[src/hdl/html_tag_strip_entity_decode_defines.svh]
// Assertion macros shared by the tag stripper and entity decoder RTL.
`ifndef HTML_TAG_STRIP_ENTITY_DECODE_DEFINES_SVH
`define HTML_TAG_STRIP_ENTITY_DECODE_DEFINES_SVH

// Same-cycle implication, disabled during reset.
`define HTS_ASSERT_NOW(label, clk, rst, ante, cons, msg) \
  label: assert property (@(posedge clk) disable iff (rst) (ante) |-> (cons)) \
    else $error(msg);

// Next-cycle implication, disabled during reset.
`define HTS_ASSERT_NEXT(label, clk, rst, ante, cons, msg) \
  label: assert property (@(posedge clk) disable iff (rst) (ante) |=> (cons)) \
    else $error(msg);

`endif

[src/hdl/hts_pkg.sv]
// Shared types, character codes and lookup functions for the tag stripper.
`default_nettype none
package hts_pkg;

  localparam int MAX_ENTITY_DEF = 32;
  localparam int NUM_NAMES      = 13;
  localparam logic [20:0] CP_LIMIT = 21'h110000;

  localparam logic [7:0] CH_AMP  = 8'h26;
  localparam logic [7:0] CH_SEMI = 8'h3B;
  localparam logic [7:0] CH_LT   = 8'h3C;
  localparam logic [7:0] CH_GT   = 8'h3E;
  localparam logic [7:0] CH_HASH = 8'h23;
  localparam logic [7:0] CH_XL   = 8'h78;
  localparam logic [7:0] CH_XU   = 8'h58;

  typedef struct packed {
    logic       open;
    logic       store;
    logic [7:0] c;
  } ent_ctl_t;

  typedef struct packed {
    logic        is_hash;
    logic        named;
    logic [3:0]  name_idx;
    logic [20:0] value;
  } ent_stat_t;

  typedef struct packed {
    logic       emit;
    logic       fin;
    logic       eoi;
    logic [7:0] data;
  } emit_req_t;

  typedef struct packed {
    logic [3:0][7:0] b;
    logic [2:0]      len;
  } seq_t;

  function automatic logic [2:0] name_len(input logic [3:0] k);
    logic [2:0] l;
    unique case (k)
      4'd0:                      l = 3'd3;
      4'd1, 4'd2:                l = 3'd2;
      4'd3, 4'd4, 4'd5:          l = 3'd4;
      4'd6, 4'd7, 4'd8, 4'd9,
      4'd10, 4'd11:              l = 3'd5;
      4'd12:                     l = 3'd6;
      default:                   l = 3'd0;
    endcase
    return l;
  endfunction

  // Character p of name k; the string is right-justified, first char highest.
  function automatic logic [7:0] name_char(input logic [3:0] k, input logic [2:0] p);
    logic [47:0] nm;
    logic [2:0]  l;
    logic [2:0]  sel;
    unique case (k)
      4'd0:    nm = "amp";
      4'd1:    nm = "lt";
      4'd2:    nm = "gt";
      4'd3:    nm = "quot";
      4'd4:    nm = "apos";
      4'd5:    nm = "nbsp";
      4'd6:    nm = "mdash";
      4'd7:    nm = "ndash";
      4'd8:    nm = "lsquo";
      4'd9:    nm = "rsquo";
      4'd10:   nm = "ldquo";
      4'd11:   nm = "rdquo";
      4'd12:   nm = "hellip";
      default: nm = '0;
    endcase
    l   = name_len(k);
    sel = l - 3'd1 - p;
    if (p < l) return nm[{sel, 3'b000} +: 8];
    return 8'h00;
  endfunction

  function automatic seq_t name_bytes(input logic [3:0] k);
    seq_t s;
    s.b   = '0;
    s.len = 3'd3;
    s.b[0] = 8'hE2;
    s.b[1] = 8'h80;
    unique case (k)
      4'd0:    begin s.b[0] = 8'h26; s.len = 3'd1; end
      4'd1:    begin s.b[0] = 8'h3C; s.len = 3'd1; end
      4'd2:    begin s.b[0] = 8'h3E; s.len = 3'd1; end
      4'd3:    begin s.b[0] = 8'h22; s.len = 3'd1; end
      4'd4:    begin s.b[0] = 8'h27; s.len = 3'd1; end
      4'd5:    begin s.b[0] = 8'h20; s.len = 3'd1; end
      4'd6:    s.b[2] = 8'h94;
      4'd7:    s.b[2] = 8'h93;
      4'd8:    s.b[2] = 8'h98;
      4'd9:    s.b[2] = 8'h99;
      4'd10:   s.b[2] = 8'h9C;
      4'd11:   s.b[2] = 8'h9D;
      default: s.b[2] = 8'hA6;
    endcase
    if (s.len == 3'd1) s.b[1] = 8'h00;
    return s;
  endfunction

  function automatic seq_t utf8_bytes(input logic [20:0] cp);
    seq_t s;
    s.b = '0;
    if (cp < 21'h80) begin
      s.b[0] = cp[7:0];
      s.len  = 3'd1;
    end else if (cp < 21'h800) begin
      s.b[0] = 8'hC0 | {3'b000, cp[10:6]};
      s.b[1] = 8'h80 | {2'b00, cp[5:0]};
      s.len  = 3'd2;
    end else if (cp < 21'h10000) begin
      s.b[0] = 8'hE0 | {4'b0000, cp[15:12]};
      s.b[1] = 8'h80 | {2'b00, cp[11:6]};
      s.b[2] = 8'h80 | {2'b00, cp[5:0]};
      s.len  = 3'd3;
    end else begin
      s.b[0] = 8'hF0 | {5'b00000, cp[20:18]};
      s.b[1] = 8'h80 | {2'b00, cp[17:12]};
      s.b[2] = 8'h80 | {2'b00, cp[11:6]};
      s.b[3] = 8'h80 | {2'b00, cp[5:0]};
      s.len  = 3'd4;
    end
    return s;
  endfunction

endpackage
`default_nettype wire

[src/hdl/hts_ent_track.sv]
// Entity tracker: name match mask and numeric accumulator with one shared digit unit.
`default_nettype none
module hts_ent_track #(
  parameter int MAX_ENTITY = hts_pkg::MAX_ENTITY_DEF
) (
  input  wire logic                           clk,
  input  wire hts_pkg::ent_ctl_t              ctl,
  input  wire logic [$clog2(MAX_ENTITY+1)-1:0] pos,
  output hts_pkg::ent_stat_t                  stat
);
  localparam int PW = $clog2(MAX_ENTITY + 1);

  logic [hts_pkg::NUM_NAMES-1:0] mask;
  logic        hash;
  logic        hex;
  logic        stop;
  logic [20:0] value;

  logic        dv;
  logic [3:0]  d;
  logic [24:0] prod;
  logic [24:0] sum;
  logic [20:0] value_next;

  // Shared multiply-accumulate: value * base + digit, saturated.
  always_comb begin
    dv = 1'b0;
    d  = 4'd0;
    if (ctl.c >= 8'h30 && ctl.c <= 8'h39) begin
      dv = 1'b1;
      d  = 4'(ctl.c - 8'h30);
    end else if (hex && ctl.c >= 8'h61 && ctl.c <= 8'h66) begin
      dv = 1'b1;
      d  = 4'(ctl.c - 8'h57);
    end else if (hex && ctl.c >= 8'h41 && ctl.c <= 8'h46) begin
      dv = 1'b1;
      d  = 4'(ctl.c - 8'h37);
    end
    prod = hex ? {value, 4'b0000} : ({1'b0, value, 3'b000} + {3'b000, value, 1'b0});
    sum  = prod + {21'd0, d};
    value_next = (sum >= {4'd0, hts_pkg::CP_LIMIT}) ? hts_pkg::CP_LIMIT : sum[20:0];
  end

  always_ff @(posedge clk) begin
    if (ctl.open) begin
      mask  <= '1;
      hash  <= 1'b0;
      hex   <= 1'b0;
      stop  <= 1'b0;
      value <= '0;
    end else if (ctl.store) begin
      for (int k = 0; k < hts_pkg::NUM_NAMES; k++) begin
        if (pos < PW'(6)) begin
          mask[k] <= mask[k] & (ctl.c == hts_pkg::name_char(4'(k), pos[2:0]));
        end
      end
      if (pos == '0) begin
        hash <= (ctl.c == hts_pkg::CH_HASH);
      end else if (hash) begin
        if (pos == PW'(1) && (ctl.c == hts_pkg::CH_XL || ctl.c == hts_pkg::CH_XU)) begin
          hex <= 1'b1;
        end else if (!stop) begin
          if (dv) value <= value_next;
          else    stop  <= 1'b1;
        end
      end
    end
  end

  always_comb begin
    stat.is_hash  = hash;
    stat.value    = value;
    stat.named    = 1'b0;
    stat.name_idx = 4'd0;
    for (int k = 0; k < hts_pkg::NUM_NAMES; k++) begin
      if (mask[k] && PW'(hts_pkg::name_len(4'(k))) == pos) begin
        stat.named    = 1'b1;
        stat.name_idx = 4'(k);
      end
    end
  end

endmodule
`default_nettype wire

[src/hdl/hts_out_stage.sv]
// Output stage: holds the newest result back until its run_last flag is known.
`default_nettype none
module hts_out_stage (
  input  wire logic                 clk,
  input  wire logic                 rst,
  input  wire hts_pkg::emit_req_t   req,
  output logic                      can_push,
  output logic                      m_tvalid,
  input  wire logic                 m_tready,
  output logic [7:0]                m_tdata,  // out_byte
  output logic [1:0]                m_tuser,  // [0] byte_valid, [1] end_of_text
  output logic                      m_tlast   // run_last
);
  logic       held_v;
  logic [7:0] held;

  assign can_push = !m_tvalid || m_tready;

  always_ff @(posedge clk) begin
    if (rst) begin
      m_tvalid <= 1'b0;
      held_v   <= 1'b0;
    end else begin
      if (m_tvalid && m_tready) m_tvalid <= 1'b0;
      if (can_push) begin
        if (req.emit) begin
          held   <= req.data;
          held_v <= 1'b1;
          if (held_v) begin
            m_tvalid <= 1'b1;
            m_tdata  <= held;
            m_tuser  <= 2'b01;
            m_tlast  <= 1'b0;
          end
        end else if (req.fin) begin
          held_v <= 1'b0;
          if (held_v) begin
            m_tvalid <= 1'b1;
            m_tdata  <= held;
            m_tuser  <= {req.eoi, 1'b1};
            m_tlast  <= 1'b1;
          end else if (req.eoi) begin
            // no byte in this run: send a bare end marker
            m_tvalid <= 1'b1;
            m_tdata  <= 8'h00;
            m_tuser  <= 2'b10;
            m_tlast  <= 1'b1;
          end
        end
      end
    end
  end

endmodule
`default_nettype wire

[src/hdl/html_tag_strip_entity_decode.sv]
// Flow: an input byte is taken only in idle, so a new byte waits until the last one is
//   fully processed by the sequencer that walks the replay stack and entity buffer one byte
//   per step; a decoded entity emits its extra output bytes in turn, an unknown name replays
//   its buffered bytes, a push-back writes bytes onto the replay stack for reprocessing,
//   and output stalls hold the sequencer.
// Reset: synchronous, clears tag/entity flags, counters, stack pointer and output valid;
//   the entity buffer and replay stack contents are not cleared.
`default_nettype none
`include "html_tag_strip_entity_decode_defines.svh"
module html_tag_strip_entity_decode #(
  parameter int MAX_ENTITY = hts_pkg::MAX_ENTITY_DEF
) (
  input  wire logic       clk,
  input  wire logic       rst,
  input  wire logic       s_tvalid,
  output logic            s_tready,
  input  wire logic [7:0] s_tdata,   // in_byte
  input  wire logic       s_tlast,   // end_of_input
  output logic            m_tvalid,
  input  wire logic       m_tready,
  output logic [7:0]      m_tdata,   // out_byte
  output logic [1:0]      m_tuser,   // [0] byte_valid, [1] end_of_text
  output logic            m_tlast    // run_last
);
  localparam int NW     = $clog2(MAX_ENTITY + 1);
  localparam int EAW    = $clog2(MAX_ENTITY);
  localparam int SAW    = $clog2(2 * MAX_ENTITY + 4);
  localparam int SD     = 2 ** SAW;
  localparam int OUTCAP = MAX_ENTITY + 2;
  localparam int RW     = $clog2(OUTCAP + 1);

  typedef enum logic [3:0] {
    S_IDLE, S_HANDLE, S_NEXT, S_SEQ, S_PRD, S_PEM, S_RQX, S_RRD, S_RWR, S_FIN
  } state_t;

  typedef enum logic [1:0] { AFT_NONE, AFT_PASS, AFT_REQ } aft_t;

  state_t         state, state_next;
  aft_t           after, after_next;
  logic           in_tag, in_tag_next;
  logic           in_ent, in_ent_next;
  logic [NW-1:0]  cnt, cnt_next;
  logic [NW-1:0]  n, n_next;
  logic [EAW-1:0] idx, idx_next;
  logic           eoi, eoi_next;
  logic [7:0]     cur, cur_next;
  logic           from_q, from_q_next;
  logic [SAW:0]   sp, sp_next;
  hts_pkg::seq_t  seq, seq_next;
  logic [2:0]     seq_k, seq_k_next;
  logic           rq_x_v, rq_x_v_next;
  logic [7:0]     rq_x, rq_x_next;
  logic [RW-1:0]  res_n, res_n_next;

  logic [7:0] smem [SD];
  logic [7:0] ebuf [MAX_ENTITY];
  logic [7:0] s_rd;
  logic [7:0] eb_rd;
  logic       s_we;
  logic [7:0] s_wdata;
  logic       e_we;
  logic [SAW:0] sp_m1;

  hts_pkg::ent_ctl_t  ent_ctl;
  hts_pkg::ent_stat_t ent_stat;
  hts_pkg::emit_req_t req;
  logic               can_push;
  logic [7:0]         c;
  logic               cap_ok;

  hts_ent_track #(.MAX_ENTITY(MAX_ENTITY)) u_track (
    .clk  (clk),
    .ctl  (ent_ctl),
    .pos  (cnt),
    .stat (ent_stat)
  );

  hts_out_stage u_out (
    .clk      (clk),
    .rst      (rst),
    .req      (req),
    .can_push (can_push),
    .m_tvalid (m_tvalid),
    .m_tready (m_tready),
    .m_tdata  (m_tdata),
    .m_tuser  (m_tuser),
    .m_tlast  (m_tlast)
  );

  assign s_tready = (state == S_IDLE);
  assign sp_m1    = sp - 1'b1;
  assign c        = from_q ? s_rd : cur;
  assign cap_ok   = (res_n < RW'(OUTCAP));

  // Replay stack and entity buffer
  always_ff @(posedge clk) begin
    if (s_we) smem[sp[SAW-1:0]] <= s_wdata;
    s_rd <= smem[sp_m1[SAW-1:0]];
  end

  always_ff @(posedge clk) begin
    if (e_we) ebuf[cnt[EAW-1:0]] <= c;
    eb_rd <= ebuf[idx];
  end

  always_comb begin
    state_next  = state;
    after_next  = after;
    in_tag_next = in_tag;
    in_ent_next = in_ent;
    cnt_next    = cnt;
    n_next      = n;
    idx_next    = idx;
    eoi_next    = eoi;
    cur_next    = cur;
    from_q_next = from_q;
    sp_next     = sp;
    seq_next    = seq;
    seq_k_next  = seq_k;
    rq_x_v_next = rq_x_v;
    rq_x_next   = rq_x;
    res_n_next  = res_n;
    s_we        = 1'b0;
    s_wdata     = rq_x;
    e_we        = 1'b0;
    ent_ctl     = '0;
    ent_ctl.c   = c;
    req         = '0;
    req.eoi     = eoi;

    unique case (state)
      S_IDLE: begin
        if (s_tvalid) begin
          cur_next    = s_tdata;
          eoi_next    = s_tlast;
          from_q_next = 1'b0;
          res_n_next  = '0;
          state_next  = S_HANDLE;
        end
      end

      S_HANDLE: begin
        if (from_q) sp_next = sp_m1;
        state_next = S_NEXT;
        seq_k_next = 3'd0;
        if (in_ent) begin
          if (c == hts_pkg::CH_SEMI) begin
            in_ent_next = 1'b0;
            cnt_next    = '0;
            n_next      = cnt;
            if (ent_stat.is_hash) begin
              if (ent_stat.value == '0) begin
                // zero value: literal '&', then reprocess the buffer and ';'
                seq_next     = '0;
                seq_next.b[0] = hts_pkg::CH_AMP;
                seq_next.len = 3'd1;
                after_next   = AFT_REQ;
                rq_x_v_next  = 1'b1;
                rq_x_next    = hts_pkg::CH_SEMI;
                state_next   = S_SEQ;
              end else if (ent_stat.value < hts_pkg::CP_LIMIT) begin
                seq_next   = hts_pkg::utf8_bytes(ent_stat.value);
                after_next = AFT_NONE;
                state_next = S_SEQ;
              end
            end else if (ent_stat.named) begin
              seq_next   = hts_pkg::name_bytes(ent_stat.name_idx);
              after_next = AFT_NONE;
              state_next = S_SEQ;
            end else begin
              seq_next      = '0;
              seq_next.b[0] = hts_pkg::CH_AMP;
              seq_next.len  = 3'd1;
              after_next    = AFT_PASS;
              state_next    = S_SEQ;
            end
          end else if (cnt == NW'(MAX_ENTITY)) begin
            // buffer full: literal '&', then reprocess the buffer and this byte
            in_ent_next   = 1'b0;
            cnt_next      = '0;
            n_next        = cnt;
            seq_next      = '0;
            seq_next.b[0] = hts_pkg::CH_AMP;
            seq_next.len  = 3'd1;
            after_next    = AFT_REQ;
            rq_x_v_next   = 1'b1;
            rq_x_next     = c;
            state_next    = S_SEQ;
          end else begin
            e_we          = 1'b1;
            ent_ctl.store = 1'b1;
            cnt_next      = cnt + 1'b1;
          end
        end else if (in_tag) begin
          if (c == hts_pkg::CH_GT) in_tag_next = 1'b0;
        end else if (c == hts_pkg::CH_LT) begin
          in_tag_next = 1'b1;
        end else if (c == hts_pkg::CH_AMP) begin
          in_ent_next  = 1'b1;
          cnt_next     = '0;
          ent_ctl.open = 1'b1;
        end else begin
          seq_next      = '0;
          seq_next.b[0] = c;
          seq_next.len  = 3'd1;
          after_next    = AFT_NONE;
          state_next    = S_SEQ;
        end
      end

      S_NEXT: begin
        if (sp != '0) begin
          from_q_next = 1'b1;
          state_next  = S_HANDLE;
        end else if (eoi && in_ent) begin
          // open entity at end of text: literal '&', then reprocess the buffer
          in_ent_next   = 1'b0;
          cnt_next      = '0;
          n_next        = cnt;
          seq_next      = '0;
          seq_next.b[0] = hts_pkg::CH_AMP;
          seq_next.len  = 3'd1;
          seq_k_next    = 3'd0;
          after_next    = AFT_REQ;
          rq_x_v_next   = 1'b0;
          state_next    = S_SEQ;
        end else begin
          state_next = S_FIN;
        end
      end

      S_SEQ: begin
        if (seq_k == seq.len) begin
          unique case (after)
            AFT_NONE: state_next = S_NEXT;
            AFT_PASS: begin
              if (n == '0) begin
                seq_next      = '0;
                seq_next.b[0] = hts_pkg::CH_SEMI;
                seq_next.len  = 3'd1;
                seq_k_next    = 3'd0;
                after_next    = AFT_NONE;
              end else begin
                idx_next   = '0;
                state_next = S_PRD;
              end
            end
            AFT_REQ:  state_next = S_RQX;
            default:  state_next = S_NEXT;
          endcase
        end else if (!cap_ok || can_push) begin
          if (cap_ok) begin
            req.emit   = 1'b1;
            req.data   = seq.b[seq_k[1:0]];
            res_n_next = res_n + 1'b1;
          end
          seq_k_next = seq_k + 3'd1;
        end
      end

      S_PRD: state_next = S_PEM;

      S_PEM: begin
        if (!cap_ok || can_push) begin
          if (cap_ok) begin
            req.emit   = 1'b1;
            req.data   = eb_rd;
            res_n_next = res_n + 1'b1;
          end
          if (NW'(idx) + 1'b1 == n) begin
            seq_next      = '0;
            seq_next.b[0] = hts_pkg::CH_SEMI;
            seq_next.len  = 3'd1;
            seq_k_next    = 3'd0;
            after_next    = AFT_NONE;
            state_next    = S_SEQ;
          end else begin
            idx_next   = idx + 1'b1;
            state_next = S_PRD;
          end
        end
      end

      S_RQX: begin
        // push in reverse so the first buffered byte ends on top
        if (rq_x_v) begin
          s_we    = 1'b1;
          s_wdata = rq_x;
          sp_next = sp + 1'b1;
        end
        if (n == '0) begin
          state_next = S_NEXT;
        end else begin
          idx_next   = EAW'(n - 1'b1);
          state_next = S_RRD;
        end
      end

      S_RRD: state_next = S_RWR;

      S_RWR: begin
        s_we    = 1'b1;
        s_wdata = eb_rd;
        sp_next = sp + 1'b1;
        if (idx == '0) begin
          state_next = S_NEXT;
        end else begin
          idx_next   = idx - 1'b1;
          state_next = S_RRD;
        end
      end

      S_FIN: begin
        if (can_push) begin
          req.fin    = 1'b1;
          state_next = S_IDLE;
        end
      end

      default: state_next = S_IDLE;
    endcase
  end

  always_ff @(posedge clk) begin
    if (rst) begin
      state  <= S_IDLE;
      in_tag <= 1'b0;
      in_ent <= 1'b0;
      cnt    <= '0;
      sp     <= '0;
      res_n  <= '0;
      from_q <= 1'b0;
      eoi    <= 1'b0;
    end else begin
      state  <= state_next;
      in_tag <= in_tag_next;
      in_ent <= in_ent_next;
      cnt    <= cnt_next;
      sp     <= sp_next;
      res_n  <= res_n_next;
      from_q <= from_q_next;
      eoi    <= eoi_next;
    end
    after  <= after_next;
    n      <= n_next;
    idx    <= idx_next;
    cur    <= cur_next;
    seq    <= seq_next;
    seq_k  <= seq_k_next;
    rq_x_v <= rq_x_v_next;
    rq_x   <= rq_x_next;
  end

  `HTS_ASSERT_NOW(a_idle_stack_empty, clk, rst, s_tready, sp == '0, "replay stack not empty at idle")
  `HTS_ASSERT_NOW(a_res_cap, clk, rst, 1'b1, res_n <= RW'(OUTCAP), "result count over cap")
  `HTS_ASSERT_NOW(a_push_room, clk, rst, req.emit || req.fin, can_push, "push without room")
  `HTS_ASSERT_NEXT(a_fin_to_idle, clk, rst, state == S_FIN && can_push, state == S_IDLE, "fin stuck")

endmodule
`default_nettype wire

[config.mk]
export PLATFORM = sky130hd
export DESIGN_NAME = html_tag_strip_entity_decode
export DESIGN_NICKNAME = d
export VERILOG_FILES = /design/src/hdl/hts_pkg.sv /design/src/hdl/hts_ent_track.sv /design/src/hdl/hts_out_stage.sv /design/src/hdl/html_tag_strip_entity_decode.sv
export VERILOG_INCLUDE_DIRS = /design/src /design/src/hdl
export SDC_FILE = /design/constraint.sdc
export NUM_CORES = 2
export LEC_CHECK = 0
export BUFFER_PORTS_ARGS = -buffer_cell sky130_fd_sc_hd__buf_2
export CELL_PAD_IN_SITES_DETAIL_PLACEMENT = 2
export CELL_PAD_IN_SITES_GLOBAL_PLACEMENT = 2
export CORE_UTILIZATION = 35
export DETAILED_ROUTE_END_ITERATION = 10
export MAX_ROUTING_LAYER = met4
export PLACE_DENSITY = 0.6
export SYNTH_ARGS = -nofsm -noshare
export SYNTH_HDL_FRONTEND = slang
export SYNTH_SLANG_ARGS = --single-unit
[constraint.sdc]
create_clock -name clk -period 9.3 [get_ports clk]
set_clock_uncertainty 0.2 [all_clocks]
set_input_delay 1.86 -clock clk [delete_from_list [all_inputs] [get_ports clk]]
set_output_delay 1.86 -clock clk [all_outputs]
set_load 0.01 [all_outputs]
# Word-level counts from Yosys, hierarchy flattened
# Memory sizes are Yosys's and may differ from the RTL's. A register that Yosys moved wholly into a read port is not among the register bits.
# Cells that the tools add are included.
dict set report word_totals {
  regBits 154
  ramBits 1280
  inputBits 13
  output_inout_bits 13
  wordCells 606
  memories 2
}
dict set report op_classes {
  n_addsub 24
  magnitude_cmp 19
  n_eq_ne 86
  shifts 13
  muxes 348
  n_bitwise 18
  n_reduce_logical 65
}
# name depth width read_ports rd_ports_with_merged_regs wr line
set mem_list {}
lappend mem_list {smem 128 8 1 1 1 html_tag_strip_entity_decode.sv:55} ;# logic [7:0] smem [SD];
lappend mem_list {ebuf 32 8 1 1 1 html_tag_strip_entity_decode.sv:56} ;# logic [7:0] ebuf [MAX_ENTITY];
# cell count
set op_table {}
lappend op_table {{48-bit 2-to-1 mux} 39}
lappend op_table {{8-bit 2-to-1 mux} 86}
lappend op_table {{48-bit by 7-bit indexed part select with 8-bit output} 13}
lappend op_table {{35-bit 2-to-1 mux} 16}
lappend op_table {{35-bit case mux with 4 select lines} 1}
lappend op_table {{8-bit == test} 13}
lappend op_table {{6-bit 2-to-1 mux} 17}
lappend op_table {{5-bit 2-to-1 mux} 20}
lappend op_table {{3-bit 2-to-1 mux} 26}
lappend op_table {{1-bit 2-to-1 mux} 77}
lappend op_table {{11-bit 2-to-1 mux} 6}
lappend op_table {{11-bit case mux with 6 select lines} 1}
lappend op_table {{8-bit case mux with 7 select lines} 1}
lappend op_table {{4-bit 2-to-1 mux} 13}
lappend op_table {{25-bit 2-to-1 mux} 2}
lappend op_table {{2-bit 2-to-1 mux} 22}
lappend op_table {{8-bit by 6-bit == test with 1-bit output (second input constant)} 5}
lappend op_table {{4-bit case mux with 10 select lines} 1}
lappend op_table {{2-bit != test (second input constant)} 17}
lappend op_table {{4-bit by 3-bit == test with 1-bit output (second input constant)} 8}
lappend op_table {{27-bit 2-to-1 mux} 1}
lappend op_table {{3-bit != test (second input constant)} 9}
lappend op_table {{24-bit by 22-bit adder with 25-bit output} 1}
lappend op_table {{25-bit by 4-bit adder with 25-bit output} 1}
lappend op_table {{other kinds (77)} 177}

# Longest topological paths before layout
dict set report logic_depth {
  word_depth 29
  mapped_depth 22
  ltp_nobuf 18
}

# Modules after synthesis
# From an unflattened synthesis, not the netlist that was laid out.
dict set report unflattened {
  cells_unflattened 3701
  hier_area_um2 61770.5
}
# mod instances cells_per_inst area_each_um2 seq_area_each_um2
set by_module_without_submodules {}
lappend by_module_without_submodules {html_tag_strip_entity_decode 1 2981 56065.0 41239.6}
lappend by_module_without_submodules {hts_ent_track 1 676 4943.5 740.7}
lappend by_module_without_submodules {hts_out_stage 1 44 762.0 610.6}

# Worst setup path before layout
# No wires, ideal clock.
dict set report synth_timing {
  path_type {reg2reg}
  startpoint {register from_q}
  endpoint {register u_track.value[16]}
  setup_time_ns 0.119
  arrival_ns 5.420
  t_required_ns 8.981
  slack_ns 3.561
  stages_incl_launch_ff 21
  path_buffers 3
  period_less_slack_ns 5.739
  cell_sequence {dfxtp_1 -> buf_2 -> buf_1 -> mux2i_1 -> inv_1 -> ha_1 -> nor3b_1 -> nor4_2 -> a21oi_1 -> o21ai_0 -> ha_1 -> a21o_1 -> a21oi_1 -> or3_1 -> or4b_4 -> nor3_2 -> a31oi_1 -> nor3_1 -> o211ai_2 -> buf_6 -> o221a_1}
}
dict set report synth_between {
  elab_chain_cells 10
  elab_cells_between_ends 40
  cone_classes {4 x add/sub; 7 x order compare; 5 x eq/ne; 15 x mux; 1 x bitwise; 8 x reduce/logical}
}
# element line
set synth_lines {}
lappend synth_lines {{start, declared} html_tag_strip_entity_decode.sv:47} ;# logic from_q, from_q_next;
lappend synth_lines {{start signal, assigned} html_tag_strip_entity_decode.sv:341} ;# from_q <= from_q_next;
lappend synth_lines {{8-bit 2-to-1 mux *} html_tag_strip_entity_decode.sv:92} ;# assign c = from_q ? s_rd : cur;
lappend synth_lines {{named net c[0]} html_tag_strip_entity_decode.sv:68} ;# logic [7:0] c;
lappend synth_lines {{8-bit by 7-bit >= comparator with 1-bit output} hts_ent_track.sv:35} ;# end else if (hex && ctl.c >= 8'h41 && ctl.c <= 8'h46) begin
lappend synth_lines {{1-bit logical AND (2 in a row)} hts_ent_track.sv:35}
lappend synth_lines {{4-bit 2-to-1 mux} hts_ent_track.sv:35}
lappend synth_lines {{4-bit 2-to-1 mux} hts_ent_track.sv:32} ;# end else if (hex && ctl.c >= 8'h61 && ctl.c <= 8'h66) begin
lappend synth_lines {{4-bit 2-to-1 mux} hts_ent_track.sv:29} ;# if (ctl.c >= 8'h30 && ctl.c <= 8'h39) begin
lappend synth_lines {{25-bit by 4-bit adder with 25-bit output} hts_ent_track.sv:40} ;# sum = prod + {21'd0, d};
lappend synth_lines {{25-bit by 21-bit >= comparator with 1-bit output} hts_ent_track.sv:41} ;# value_next = (sum >= {4'd0, hts_pkg::CP_LIMIT}) ? hts_pkg::CP_LIMIT : sum[20:0];
lappend synth_lines {{21-bit 2-to-1 mux} hts_ent_track.sv:41}
lappend synth_lines {{end signal, assigned} hts_ent_track.sv:63} ;# if (dv) value <= value_next;
lappend synth_lines {{end, declared} hts_ent_track.sv:17} ;# logic [20:0] value;
# Mark *: on every way through the listed nets, which the timed path passes. The rest lies on a longest branch.
# A chain may end at the register's enable or synchronous reset.

# Final worst setup path
# Ends and elaborated chain as after synthesis.

==> summary.txt <==
Tot Pwr: 17.7 mW
Clock slew at reported path FFs: 0.06 ns
Post-synth top area cell: edfxtp_1
Layout cells sized above 1: 0.208
Final Non-Filler Cells: 6,008
Clock sink count: 1,446
# IOs: 26
Final instance area: 68,900 um2
Initial antenna violation count: 3
Die Area: 176,000 um2
Crit path launch type: flip-flop
Synth top area cells: edfxtp_1, mux4_2, dfxtp_1
Slew HR: 0.179
Row cnt: 152
Clock latency on the worst-skew pair: 0.80 ns
Final cell utilization of the core: 0.400
Area of the mapped netlist: 60,900 um2
RSZ-0062 raised after global routing: false
Vias: 32,597
Asr flop ratio synth: 0
Post-Syn Area per Cell: 17.4 um2
Post_cts resized: 0
Element type at the critical path end: flip-flop
Post-synth EDFFs: 1,363
Pins Over Slew Limit: 0
Pleak: 21.3 nW
Result of the run: finished, final reports clean
Placed Instances: 5,710
Average routed wire per standard cell: 29.1 um
DR pass1 iterations: 5
Final setup viols: 0
DRC errors left: 0
Num CTS Buffers: 161
Fmax: 149 MHz
Post-synth top cells: edfxtp_1, mux4_2, nor2_1
Met3 usage: 0.0268
Placer Congestion: 0.784
Initial Util: 0.354
Post-DP Area: 63,800 um2
Setup Buffers After CTS: 0
TNS Setup: 0 ns
Path type of the worst min-delay path: reg -> reg
Worst slack, placed: 2.44 ns
Hold buffer count at cts: 0
IO Port Bufs: 25
Synthesized instance count: 3,499
Routed vias/inst: 5.43
Net Count, Synth: 3,572
WP data required: 9.77 ns
Tot GR Track Use: 0.208
Clock tree buffer depth: 3
Post-synth top flop: edfxtp_1
Post-route clock period utilization: 0.724
Congestion Overflow GR: 0
Initial drt markers: 2,507
Worst VDD drop: 0.205 mV
Power Dens Cells: 257 nW/um2
Cell with the most instances after synthesis: edfxtp_1
Clk Tree Root Cell: clkbuf_16
Met2 Use GR: 0.345
Worst EP arrival: 7.20 ns
Crit Path Class: reg -> reg
Die width: 419 um
Routed Antenna Nets: 0
Worst slew pin tran: 1.22 ns
Unique masters post-synth: 89
# H-tree levels: 4
Minimum clock period: 6.73 ns
Synth top area share: 0.672
Setup WS post-layout: 2.57 ns
DPL Wire Length: 113,000 um
Max FO, Critical Path: 41
Post-synthesis sequential area ratio: 0.700
Max-Cap Viols: 0
Wire length after detailed routing: 175,000 um
Die height: 419 um
Fin nets: 3,636
Hold Worst Slack: 0.286 ns
Synthesized flop and latch total: 1,446
Gr busiest metal: met2
Synth warn: 0
Vias in the first global route: 35,523
Largest net degree at the start of global routing: 110
Hold Vio Cnt, Final: 0
Area grow syn2layout: 13.2%
GR Layer Usage met1: 0.268
Global-route wire length before repair: 257,000 um
Core area: 172,000 um2
CTS tree: done
final cells by class:
class,instances,area [um2]
clock inverters,87,727
inverters,50,188
fillers,16412,103000
repair buffers,87,628
clock buffers,210,4370
flip-flops and latches,1446,42600
well taps,2310,2890
multi-input cells,1817,17500
diodes,1,2.50
layout by cell type, fill, tap and decap left out, types with 16 or more instances in the layout:
master        n
a21oi_1     114
a31oi_1      19
and2_1       16
buf_2        25
buf_4        59
clkbuf_1     40
clkbuf_16   167
clkinv_1     35
clkinv_2     30
dfxtp_1      81
edfxtp_1   1363
ha_1         56
inv_1        47
mux2_2       30
mux2i_1      68
mux4_2      375
nand2_1     193
nand3_1      63
nand4_1      24
nor2_1      298
nor2b_1      31
nor3_1       40
nor4_1       20
o21ai_0      87
o21ai_1      19
o221ai_1     29
xnor2_1      63
xor2_1       29
where the power goes:
part           switching (mW)  total (mW)  leakage, nW  internal [mW]
registers               0.208        7.68         13.0           7.47
logic                    2.33        3.84         5.87           1.51
clock network            2.64        6.21         2.49           3.57
path summary, 6_finish.rpt:
kind                            slack, ns  cells after the start            start           endpoint
worst max-delay path                 2.57                     17           from_q  u_track.value[16]
worst min-delay path                 0.29                      2  u_track.mask[4]    u_track.mask[4]
worst max register to register       2.57                     17           from_q  u_track.value[16]
worst min register to register       0.29                      2  u_track.mask[4]    u_track.mask[4]
critical path: stages, from the launching register on:
cell and delay [ns]:
dfxtp_1 0.30, buf_4 0.29, mux2i_2 0.92, inv_2 0.64, ha_1 0.42, inv_1 0.11, a21oi_1 0.07, o21ai_0 0.43
fa_1 0.31, a21oi_1 0.08, or2_2 0.29, or2_2 0.30, or4b_1 0.71, nor3_4 0.24, nand2_1 0.12, o31ai_2 0.32
o211ai_2 0.45, o221a_1 0.38
state kept, by name, summed over array words and instances, names as in the netlist, 6 cells and up:
signal,flops
eb_rd,8
s_rd,8
ebuf,256
u_out.held,8
u_track.mask,13
res_n,6
rq_x,8
n,6
sp,8
u_out.m_tdata,8
cur,8
cnt,6
smem,1024
seq,31
u_track.value,21
logic make-up (layout without fill, tap and decap cells):
group / count (synthesis) / after routing / synth area share
AND/OR/NAND/NOR: 769 / 769 / 0.0584
other: 0 / 1 / 0
flip-flops: 1446 / 1446 / 0.700
buffers and inverters: 236 / 434 / 0.0148
multiplexers: 485 / 485 / 0.158
XOR/XNOR: 96 / 96 / 0.0138
adder cells (fa/ha/maj): 61 / 61 / 0.0129
AO/OA/AOI/OAI: 406 / 406 / 0.0428
metal layers:
| layer | vias up | part of all wire |
|---|---|---|
| met3 | 224 | 0.032 |
| met4 | 0 | 0.024 |
| met1 | 17600 | 0.44 |
| met5 | - | 0 |
| li1 | 14201 | - |
| met2 | 572 | 0.51 |
Note: power is estimated with default switching activity, not from simulation.
